===== config.mk =====
export PLATFORM = sky130hd
export DESIGN_NAME = rgb_to_hsv_converter
export DESIGN_NICKNAME = d
export VERILOG_FILES = /design/src/rtl/core/r2h_pkg.sv /design/src/rtl/core/rgb_to_hsv_converter.sv /design/src/rtl/core/r2h_front.sv /design/src/rtl/core/r2h_queue.sv /design/src/rtl/core/r2h_back.sv
export SDC_FILE = /design/constraint.sdc
export NUM_CORES = 2
export LEC_CHECK = 0
export BUFFER_PORTS_ARGS = -buffer_cell sky130_fd_sc_hd__buf_4
export CAP_MARGIN = 10
export CORE_AREA = 2 2 268 270
export DETAILED_ROUTE_END_ITERATION = 6
export DIE_AREA = 0 0 270 272
export PLACE_DENSITY_LB_ADDON = 0.08
export SLEW_MARGIN = 10
export SYNTH_ARGS = -nofsm -noshare
export SYNTH_HDL_FRONTEND = slang
export SYNTH_SLANG_ARGS = --single-unit

===== constraint.sdc =====
create_clock -name clk -period 25.7 [get_ports clk]
set_clock_uncertainty 0.05 [all_clocks]
set_input_delay 3.855 -clock clk [delete_from_list [all_inputs] [get_ports clk]]
set_output_delay 3.855 -clock clk [all_outputs]
set_load 0.01 [all_outputs]

===== src/rtl/core/r2h_pkg.sv =====
// r2h_pkg: shared types, sector codes and hue offsets for the RGB to HSV converter.
// Used by r2h_front, r2h_queue, r2h_back and rgb_to_hsv_converter.
// No dependencies.
package r2h_pkg;

  // Division widths: hue quotient is at most 7680, saturation at most 255
  localparam int HUE_STEPS = 13;
  localparam int SAT_STEPS = 8;

  // Hue sector, red tested first, then green, then blue
  localparam logic [1:0] SECT_RED      = 2'd0;
  localparam logic [1:0] SECT_RED_WRAP = 2'd1;
  localparam logic [1:0] SECT_GREEN    = 2'd2;
  localparam logic [1:0] SECT_BLUE     = 2'd3;

  // Classified pixel with both long divisions set up
  typedef struct packed {
    logic [7:0]           hue_rem;   // partial remainder, always below hue_div
    logic [HUE_STEPS-1:0] hue_bits;  // numerator bits left, quotient bits shifted in
    logic [7:0]           hue_div;   // chroma
    logic [7:0]           sat_rem;
    logic [SAT_STEPS-1:0] sat_bits;
    logic [1:0]           sector;
    logic                 gray;
    logic [7:0]           brightness; // also the saturation divisor
  } item_t;

  // Sector base minus one sector (3840), modulo 2^16
  function automatic logic [15:0] hue_offset(input logic [1:0] sector);
    logic [15:0] offs;
    unique case (sector)
      SECT_RED:      offs = 16'd61696;  // -3840
      SECT_RED_WRAP: offs = 16'd19200;  // 23040 - 3840
      SECT_GREEN:    offs = 16'd3840;   // 7680 - 3840
      SECT_BLUE:     offs = 16'd11520;  // 15360 - 3840
      default:       offs = 16'd0;
    endcase
    return offs;
  endfunction

endpackage


===== src/rtl/core/rgb_to_hsv_converter.sv =====
// rgb_to_hsv_converter: top level, front classifier, queue and divider back end.
// Depends on r2h_pkg, r2h_front, r2h_queue, r2h_back.
//
//   channel  | dir | signals                  | contents
//   ---------+-----+--------------------------+------------------------------
//   pixel in | in  | s_tvalid/s_tready/s_tdata| red, green, blue
//   hsv out  | out | m_tvalid/m_tready/m_tdata| hue, saturation, brightness
//            |     | m_tuser                  | is_gray
//
// One pixel per clock sustained while m_tready is high. Registers along the path:
// one front register, one queue write, the divider input register, 13 hue divider
// stages (the saturation divider shares the first 8) and the result register.
// rst is synchronous; it empties the front register, queue and pipeline.
// A stall on m_tready freezes the divider pipeline; the queue keeps filling and
// s_tready drops once it and the front register are full.
module rgb_to_hsv_converter #(
  parameter int QUEUE_DEPTH = 4
) (
  input  logic        clk,
  input  logic        rst,
  input  logic        s_tvalid,
  output logic        s_tready,
  input  logic [23:0] s_tdata,   // red [7:0], green [15:8], blue [23:16]
  output logic        m_tvalid,
  input  logic        m_tready,
  output logic [31:0] m_tdata,   // hue [14:0], saturation [22:15], brightness [30:23], 0
  output logic [0:0]  m_tuser    // is_gray [0]
);

  logic           fq_valid, fq_ready, qb_valid, qb_ready;
  r2h_pkg::item_t fq_item, qb_item;
  logic [14:0]    hue;
  logic [7:0]     saturation, brightness;
  logic           is_gray;

  r2h_front u_front (
    .clk       (clk),
    .rst       (rst),
    .in_valid  (s_tvalid),
    .in_ready  (s_tready),
    .red       (s_tdata[7:0]),
    .green     (s_tdata[15:8]),
    .blue      (s_tdata[23:16]),
    .out_valid (fq_valid),
    .out_ready (fq_ready),
    .out_item  (fq_item)
  );

  r2h_queue #(
    .DEPTH (QUEUE_DEPTH)
  ) u_queue (
    .clk       (clk),
    .rst       (rst),
    .in_valid  (fq_valid),
    .in_ready  (fq_ready),
    .in_item   (fq_item),
    .out_valid (qb_valid),
    .out_ready (qb_ready),
    .out_item  (qb_item)
  );

  r2h_back u_back (
    .clk        (clk),
    .rst        (rst),
    .in_valid   (qb_valid),
    .in_ready   (qb_ready),
    .in_item    (qb_item),
    .out_valid  (m_tvalid),
    .out_ready  (m_tready),
    .hue        (hue),
    .saturation (saturation),
    .brightness (brightness),
    .is_gray    (is_gray)
  );

  // Output packing
  assign m_tdata = {1'b0, brightness, saturation, hue};
  assign m_tuser = is_gray;

endmodule


===== src/rtl/core/r2h_front.sv =====
// r2h_front: takes pixel transfers, finds max, min, chroma and sector,
// and sets up the hue and saturation divisions. Depends on r2h_pkg.
module r2h_front (
  input  logic                clk,
  input  logic                rst,
  input  logic                in_valid,
  output logic                in_ready,
  input  logic [7:0]          red,
  input  logic [7:0]          green,
  input  logic [7:0]          blue,
  output logic                out_valid,
  input  logic                out_ready,
  output r2h_pkg::item_t      out_item
);

  logic                      vld;
  r2h_pkg::item_t            item;
  r2h_pkg::item_t            item_next;

  logic [7:0]  mx, mn, chroma, pos, neg;
  logic [1:0]  sector;
  logic [9:0]  diff, shifted;
  logic [12:0] hue_mul;
  logic [20:0] hue_num;
  logic [15:0] sat_num;

  assign in_ready  = !vld || out_ready;
  assign out_valid = vld;
  assign out_item  = item;

  // Classification
  always_comb begin
    mx = red;
    if (green > mx) mx = green;
    if (blue > mx)  mx = blue;
    mn = red;
    if (green < mn) mn = green;
    if (blue < mn)  mn = blue;
    chroma = mx - mn;

    if (mx == red) begin
      pos = green;
      neg = blue;
    end else if (mx == green) begin
      pos = blue;
      neg = red;
    end else begin
      pos = red;
      neg = green;
    end
    diff = {2'b00, pos} - {2'b00, neg};

    if (mx == red) begin
      sector = (green < blue) ? r2h_pkg::SECT_RED_WRAP : r2h_pkg::SECT_RED;
    end else if (mx == green) begin
      sector = r2h_pkg::SECT_GREEN;
    end else begin
      sector = r2h_pkg::SECT_BLUE;
    end

    // shifted = diff + chroma lies in [0, 2*chroma]; numerator is 3840*shifted
    shifted = diff + {2'b00, chroma};
    hue_mul = {4'b0000, shifted[8:0]} * 13'd15;
    hue_num = {hue_mul, 8'h00};
    sat_num = {chroma, 8'h00} - {8'h00, chroma};

    item_next.hue_rem    = hue_num[20:13];
    item_next.hue_bits   = hue_num[12:0];
    item_next.hue_div    = chroma;
    item_next.sat_rem    = sat_num[15:8];
    item_next.sat_bits   = sat_num[7:0];
    item_next.sector     = sector;
    item_next.gray       = (chroma == 8'd0);
    item_next.brightness = mx;
  end

  // Holding register toward the queue
  always_ff @(posedge clk) begin
    if (rst) begin
      vld <= 1'b0;
    end else if (in_ready) begin
      vld <= in_valid;
    end
  end

  always_ff @(posedge clk) begin
    if (in_ready && in_valid) begin
      item <= item_next;
    end
  end

endmodule


===== src/rtl/core/r2h_queue.sv =====
// r2h_queue: small FIFO of classified pixels between front and back.
// Depends on r2h_pkg.
module r2h_queue #(
  parameter int DEPTH = 4
) (
  input  logic           clk,
  input  logic           rst,
  input  logic           in_valid,
  output logic           in_ready,
  input  r2h_pkg::item_t in_item,
  output logic           out_valid,
  input  logic           out_ready,
  output r2h_pkg::item_t out_item
);

  localparam int PW = (DEPTH > 1) ? $clog2(DEPTH) : 1;
  localparam int CW = $clog2(DEPTH + 1);

  r2h_pkg::item_t mem [DEPTH];
  logic [PW-1:0]  wr_ptr, rd_ptr;
  logic [CW-1:0]  count;
  logic           push, pop;

  assign in_ready  = (count != CW'(DEPTH));
  assign out_valid = (count != '0);
  assign out_item  = mem[rd_ptr];
  assign push      = in_valid && in_ready;
  assign pop       = out_valid && out_ready;

  // Storage
  always_ff @(posedge clk) begin
    if (push) begin
      mem[wr_ptr] <= in_item;
    end
  end

  // Pointers and fill count
  always_ff @(posedge clk) begin
    if (rst) begin
      wr_ptr <= '0;
      rd_ptr <= '0;
      count  <= '0;
    end else begin
      if (push) begin
        wr_ptr <= (wr_ptr == PW'(DEPTH - 1)) ? '0 : wr_ptr + 1'b1;
      end
      if (pop) begin
        rd_ptr <= (rd_ptr == PW'(DEPTH - 1)) ? '0 : rd_ptr + 1'b1;
      end
      if (push && !pop) begin
        count <= count + 1'b1;
      end else if (pop && !push) begin
        count <= count - 1'b1;
      end
    end
  end

endmodule


===== src/rtl/core/r2h_back.sv =====
// r2h_back: pipelined restoring dividers, one quotient bit per stage, and
// the result register. Depends on r2h_pkg.
module r2h_back (
  input  logic           clk,
  input  logic           rst,
  input  logic           in_valid,
  output logic           in_ready,
  input  r2h_pkg::item_t in_item,
  output logic           out_valid,
  input  logic           out_ready,
  output logic [14:0]    hue,
  output logic [7:0]     saturation,
  output logic [7:0]     brightness,
  output logic           is_gray
);

  localparam int NST = r2h_pkg::HUE_STEPS;

  logic [NST:0]   vld;
  r2h_pkg::item_t st [NST+1];
  r2h_pkg::item_t st_next [NST];
  logic           en;
  r2h_pkg::item_t last;
  logic [15:0]    hue_sum;

  // Whole pipeline moves unless the result register is full and stalled
  assign en       = !out_valid || out_ready;
  assign in_ready = en;

  // One division step per stage
  for (genvar k = 0; k < NST; k++) begin : g_step
    logic [8:0] ht, st9;
    logic       hge, sge;
    always_comb begin
      st_next[k] = st[k];
      ht  = {st[k].hue_rem, st[k].hue_bits[NST-1]};
      hge = (ht >= {1'b0, st[k].hue_div});
      st_next[k].hue_rem  = hge ? 8'(ht - {1'b0, st[k].hue_div}) : ht[7:0];
      st_next[k].hue_bits = {st[k].hue_bits[NST-2:0], hge};
      st9 = {st[k].sat_rem, st[k].sat_bits[r2h_pkg::SAT_STEPS-1]};
      sge = (st9 >= {1'b0, st[k].brightness});
      if (k < r2h_pkg::SAT_STEPS) begin
        st_next[k].sat_rem  = sge ? 8'(st9 - {1'b0, st[k].brightness}) : st9[7:0];
        st_next[k].sat_bits = {st[k].sat_bits[r2h_pkg::SAT_STEPS-2:0], sge};
      end
    end
  end

  // Stage valids
  always_ff @(posedge clk) begin
    if (rst) begin
      vld       <= '0;
      out_valid <= 1'b0;
    end else if (en) begin
      vld       <= {vld[NST-1:0], in_valid};
      out_valid <= vld[NST];
    end
  end

  // Stage payloads
  always_ff @(posedge clk) begin
    if (en) begin
      st[0] <= in_item;
      for (int k = 0; k < NST; k++) begin
        st[k+1] <= st_next[k];
      end
    end
  end

  // Final hue add and gray masking
  assign last    = st[NST];
  assign hue_sum = r2h_pkg::hue_offset(last.sector) + {3'b000, last.hue_bits};

  always_ff @(posedge clk) begin
    if (en) begin
      hue        <= last.gray ? 15'd0 : hue_sum[14:0];
      saturation <= last.gray ? 8'd0 : last.sat_bits;
      brightness <= last.brightness;
      is_gray    <= last.gray;
    end
  end

endmodule


**Yosys cells after proc, flatten, opt, wreduce, memory -nomap -nowiden**

Memories as Yosys holds them, arrays and structs flattened. A register that Yosys moved wholly into a read port is not among the register bits.
Cells that the tools add are included.
Widths: inputs -> output; s select.

- Bits in registers: 103
- Bits in latches: 0
- RAM bits: 976
- ROM bits: 0
- Bits of input ports: 28
- Output and inout port bits: 35
- Word-level logic and storage cells: 143
- Memories: 2

Memories:

| memory | words | width | rd ports | clocked after Yosys merged registers in | write ports | RTL line | text |
|---|---|---|---|---|---|---|---|
| u_back.st | 14 | 56 | 14 | 0 | 14 | r2h_back.sv:20 | `r2h_pkg::item_t st [NST+1];` |
| u_queue.mem | 4 | 48 | 1 | 1 | 1 | r2h_queue.sv:19 | `r2h_pkg::item_t mem [DEPTH];` |

- $add $sub $neg: 30
- Multiply operators: 1
- Divide/modulo/power cells: 0
- Magnitude comparators: 26
- Equality and inequality tests: 8
- Shifts and indexed selects: 0
- Muxes and demuxes: 43
- Bitwise logic cells: 0
- Reduce and logical (&&, ||, !) cells: 15

Operators with widths:

| kind | number |
|---|---|
| $mux 8 | 29 |
| $ge 9x8->1 | 21 |
| $sub 8x8->8 | 22 |
| $pmux 15 s4 | 1 |
| $lt 8x8->1 | 3 |
| $eq 8x8->1 | 2 |
| $gt 8x8->1 | 2 |
| $sub 16x8->16 | 1 |
| $add 15x13->15 | 1 |
| $mul 9x4->13 const B | 1 |
| $mux 2 | 5 |
| $add 9x8->9 | 1 |
| $sub 8x8->9 | 1 |
| $eq 2x2->1 const B | 4 |
| $logic_not 8->1 | 1 |
| $mux 1 | 6 |
| $mux 3 | 2 |
| $logic_and 1x1->1 | 5 |
| $add 2x1->2 const B | 2 |
| $logic_not 1->1 | 4 |
| $add 3x1->3 const B | 1 |
| $ne 3x3->1 const B | 1 |
| $reduce_bool 3->1 | 1 |
| $sub 3x1->3 const B | 1 |
| other kinds (4) | 5 |

**Depth between registers and ports, before layout**

- Depth in word-level cells: 10
- Mapped depth: 49

**Modules after synthesis**

A second synthesis with hierarchy kept.

- Cells, all modules: 3048
- Area total of the unflattened synthesis: 46453.3 sq um

Modules (own cells, without submodules):

| module | instances | cells each | area an instance (sq um) | seq. area each (sq um) |
|---|---|---|---|---|
| r2h_back | 1 | 2172 | 32755.2 | 22881.9 |
| r2h_queue | 1 | 340 | 8539.4 | 6906.6 |
| r2h_front | 1 | 534 | 5147.4 | 1431.4 |
| rgb_to_hsv_converter | 1 | 2 | 11.3 | 0.0 |

**Worst setup path after synthesis**

No wires, ideal clock.

- Path type: in2reg
- Start point: input port m_tready
- End point: register u_back.brightness[0] (enable)
- Arrival: 22.263 ns
- Path slack: 2.096 ns
- Cell stages on the path: 4
- Buffers on the path: 2
- Cells stage by stage: nor2b_1 -> clkbuf_1 -> inv_1 -> buf_1

- Longest elaborated chain between the ends: 1

Ends and longest elaborated chain:

| item | RTL line | text |
|---|---|---|
| start, declared | rgb_to_hsv_converter.sv:25 | `input logic m_tready,` |
| $logic_or 1x1->1 | r2h_back.sv:27 | `assign en = !out_valid \|\| out_ready;` |
| end signal, assigned | r2h_back.sv:78 | `brightness <= last.brightness;` |
| end, declared | r2h_back.sv:13 | `output logic [7:0] brightness,` |

No other way between the ends.
A chain may end at the register's enable or synchronous reset.

**Worst setup path in the final report**

- Start point: input port s_tdata[2]
- End point: register u_front.item, in the netlist u_front.out_item[55], data pin

- Longest elaborated chain between the ends: 10
- Elaborated cells between the ends (all ways): 18
- Those cells by class: 3 x add/sub; 1 x mul; 4 x order compare; 2 x eq/ne; 8 x mux

Ends and longest elaborated chain:

| item | RTL line | text |
|---|---|---|
| start, declared | rgb_to_hsv_converter.sv:23 | `input logic [23:0] s_tdata,` |
| $gt 8x8->1 | r2h_front.sv:34 | `if (green > mx) mx = green;` |
| $mux 8 | r2h_front.sv:34 |  |
| $gt 8x8->1 | r2h_front.sv:35 | `if (blue > mx) mx = blue;` |
| $mux 8 | r2h_front.sv:35 |  |
| $eq 8x8->1 | r2h_front.sv:44 | `end else if (mx == green) begin` |
| $mux 8 | r2h_front.sv:44 |  |
| $mux 8 | r2h_front.sv:41 | `if (mx == red) begin` |
| $sub 8x8->9 | r2h_front.sv:51 | `diff = {2'b00, pos} - {2'b00, neg};` |
| $add 9x8->9 (*) | r2h_front.sv:62 | `shifted = diff + {2'b00, chroma};` |
| $mul 9x4->13 (*) | r2h_front.sv:63 | `hue_mul = {4'b0000, shifted[8:0]} * 13'd15;` |
| via u_front.hue_mul[12] | r2h_front.sv:23 | `logic [12:0] hue_mul;` |
| end signal, assigned | r2h_front.sv:88 | `item <= item_next;` |
| end, declared | r2h_front.sv:17 | `r2h_pkg::item_t item;` |

Mark *: on every way through the listed nets, which the timed path passes. The rest lies on a longest branch.

==> summary by stage <==
Hold path
The endpoint with the worst hold slack is u_back.st[1][224]$_DFFE_PN_. The worst hold path passes through 0 cells. The path type of the worst min-delay path is reg -> reg. The worst hold path begins at u_back.st[1][168]$_DFFE_PN_.

Setup path
For the worst setup path, the data required time is 26.04 ns. The critical path data arrival time is 14.76 ns. The worst-path cell with the longest stage delay is sky130_fd_sc_hd__nand4_1. The largest driver fanout on the critical path is 18. The largest single stage delay on the critical path is 0.63 ns. The path depth of the worst reg2reg path is 6. The setup check on the worst reg-to-reg path leaves a slack of 21.62 ns. The sum of buffers and inverters on the critical path is 6. The category of the most critical setup path is in -> reg. The launching element type of the critical path is a primary input. By instance count, the cell type seen most on the critical path is sky130_fd_sc_hd__a21oi_1.

In this run the critical register-to-register path is launched from u_back.out_valid$_SDFFE_PP0N_. The gate family responsible for the most delay along the worst path is simple AND/OR/NAND/NOR gates. The critical path endpoint category is a flop.

The capturing point of the worst reg2reg path is u_back.st[1][112]$_DFFE_PN_.

Timing
The max-slew headroom at the worst pin is 28.8%. The minimum period implied by the final worst setup slack is 14.43 ns. The count of final hold-check violations is 0. The slew of the pin with the lowest slew margin is 1.06 ns.

Setup violations remaining at the end of the flow were counted as 0. The total count of max-transition violations in the final report is 0. The final-layout worst hold slack is 0.347 ns. In the finished design, the share of the clock period the worst path needs comes to 56.1%.

The highest achievable clock rate is 69.3 MHz. Setup repair after global routing left no endpoint under its margin. The final-layout setup total negative slack is 0 ns.

Yosys
The share of synthesized area occupied by flip-flops and latches is 65.6%. In this run, distinct cell masters in the synthesized netlist total 79. The number of nets in the synthesized netlist is 3350. The synthesized design devotes to its leading area cell type 64.4% of total area. Yosys printed 0 warnings. In the synthesized netlist the dominant register cell turns out to be sky130_fd_sc_hd__edfxtp_1. The biggest area consumer among synthesized cells is sky130_fd_sc_hd__edfxtp_1. The synthesized design contains 928 register bits. The summed instance area of the synthesized netlist is 0.0421 mm^2. By area the synthesized netlist is led by sky130_fd_sc_hd__edfxtp_1 64%, sky130_fd_sc_hd__ha_1 7.2%, sky130_fd_sc_hd__inv_1 3.6%. The fraction of registers with async set/reset is 0%. The number of synthesized flops with an enable pin is 903. The number of instances in the synthesized netlist is 3035. The average instance in the mapped netlist occupies 13.9 um^2.

Floorplan
The die covers 0.0734 mm^2. The placeable core region is 0.0708 mm^2. The number of cell rows is 98. The die width is 270 um.

The initial core utilization is 59.5%. Measured along the y axis, the die boundary spans 272 um. The top-level I/O count is 63.

CTS
The post-CTS setup buffer count is 0. The quantity of hold-fixing buffers added after cts is 0. The clock passes through at most 3 buffers.

The number of clock sinks seen by CTS is 928. In this run, CTS created clock tree buffers numbering 93. At the later pin of the worst-skew pair, clock insertion delay measures 0.66 ns.

The number of H-tree levels is 3. The cell chosen for the clock root is sky130_fd_sc_hd__clkbuf_16. After clock tree synthesis, the clock-pin slew on the worst setup and hold paths is 0.06 ns. The number of instances resized during post-cts repair is 0. TritonCTS built the clock tree.

Layout
Leaving out fill and tap cells, the most frequent cell in the layout is sky130_fd_sc_hd__edfxtp_1. The final layout contains 3444 nets. Leaving out fill and tap cells, the most frequent cells in the layout are 903 x sky130_fd_sc_hd__edfxtp_1, 402 x sky130_fd_sc_hd__inv_1, 244 x sky130_fd_sc_hd__ha_1, 219 x sky130_fd_sc_hd__o21ai_0, 187 x sky130_fd_sc_hd__nand2_1. In the final layout, the share of cells above drive strength 1 is 9.83%. The final antenna diode count is 0. The layout overhead on the synthesized area is 10.7%.

Routing
The pre-antenna-repair detailed-routing pass consisted of 5 iterations. The routed length per instance is 18.0 um. The overall routed net length is 74.7 mm. After detailed routing, the number of remaining DRC violations is 0. The antenna violation net count after detailed routing is 0. For this block, the initial DRC count from the detailed router was 1395. The number of vias per cell after detailed routing is 5.63. The final route contains 23395 vias.

Global route
The first global-routing pass estimated 121 mm of wire. The number of global-route vias before repair is 24230. The total global routing track utilization is 20.6%. Entering global routing, the biggest net connects 199 pins. The total congestion overflow after global routing is 0. The initial antenna violation count is 0.

Outcome
The flow ran to the end, and the final reports show no timing, DRC or antenna violations.

Placement
The count of buffers added on input and output ports is 61. The final RePlAce weighted congestion is 0.886. The half-perimeter wire length of the detailed placement result is 50.6 mm.

Flow run
Across the run, the number of max-cap violations was 0.
[cell type report]
type                       instances  area (um^2)
timing repair buffer              78          611
tap                              950         1190
clock buffer                     112         2400
inverter                         405         1530
multi-input combinational       1623        12700
clock inverter                    58          633
fill                            5019        24100
sequential                       928        27600
[layer usage]
layer	part of all wire, %	vias up	global-route usage (%)
met1	39	11492	23.7
met3	3.5	146	2.96
li1	-	11330	-
met5	0	-	0
met4	3.1	0	7.65
met2	54	427	39.0
[logic make-up (layout without fill, tap and decap cells)]
family	Yosys count	count (layout)	share of synthesized area, %
DFF	928	928	65.6
AOI/OAI and AO/OA	593	593	8.77
and+or+nand+nor	586	586	7.06
buffers and inverters	484	653	4.46
adders and majority gates	287	287	9.29
xor gates and xnor gates	91	91	1.89
muxes	65	65	2.96
other	1	1	0.00890
[how the worst max path moves through the flow]
stage	cells after the start	to	start
final	40	u_front.out_item[55]$_DFFE_PP_	s_tdata[2]
after global routing	40	u_front.out_item[55]$_DFFE_PP_	s_tdata[2]
after CTS	40	u_front.out_item[55]$_DFFE_PP_	s_tdata[2]
after detailed placement	40	u_front.out_item[55]$_DFFE_PP_	s_tdata[2]
after global placement	40	u_front.out_item[55]$_DFFE_PP_	s_tdata[2]
after floorplan	4	u_back.brightness[0]$_DFFE_PN_	m_tready
[cell usage after synthesis (20+ instances only)]
master and instances:
sky130_fd_sc_hd__o21bai_1 25, sky130_fd_sc_hd__a21oi_1 145, sky130_fd_sc_hd__xor2_1 48, sky130_fd_sc_hd__mux4_2 47, sky130_fd_sc_hd__a21o_1 33, sky130_fd_sc_hd__inv_1 403
sky130_fd_sc_hd__xnor2_1 43, sky130_fd_sc_hd__ha_1 244, sky130_fd_sc_hd__o31ai_1 53, sky130_fd_sc_hd__nand3_1 37, sky130_fd_sc_hd__clkbuf_1 53, sky130_fd_sc_hd__or4_1 22
sky130_fd_sc_hd__o21ai_0 219, sky130_fd_sc_hd__nor4_1 34, sky130_fd_sc_hd__o211a_1 20, sky130_fd_sc_hd__nand2_1 187, sky130_fd_sc_hd__fa_1 43, sky130_fd_sc_hd__nor2b_1 71
sky130_fd_sc_hd__nand4_1 41, sky130_fd_sc_hd__dfxtp_1 25, sky130_fd_sc_hd__nor2_1 102, sky130_fd_sc_hd__edfxtp_1 903, sky130_fd_sc_hd__and3_1 36
[flip-flops by register name, summed over array words and instances (netlist names), named ones only]
register	cells
u_back.is_gray	1
u_back.brightness	8
u_queue.mem	188
u_queue.wr_ptr	2
u_front.out_item	47
u_queue.rd_ptr	2
u_back.saturation	8
u_back.out_valid	1
u_front.out_valid	1
u_back.vld	14
u_back.hue	15
u_queue.count	3
u_back.st	636
[stage by stage]
stage	instance area, um^2	setup WS, ns	instances	utilization (%)
after detailed placement	43600	10.75	3984	61.6
after floorplan	42100	2.10	3035	-
final	46600	11.27	4154	65.9
after CTS	46600	11.39	4154	65.9
after global routing	46600	10.48	4154	65.9
after global placement	43600	11.11	3984	61.6
Power is not shown: default switching activity piles up to over one toggle a cycle in this logic, so the estimate is an artifact.
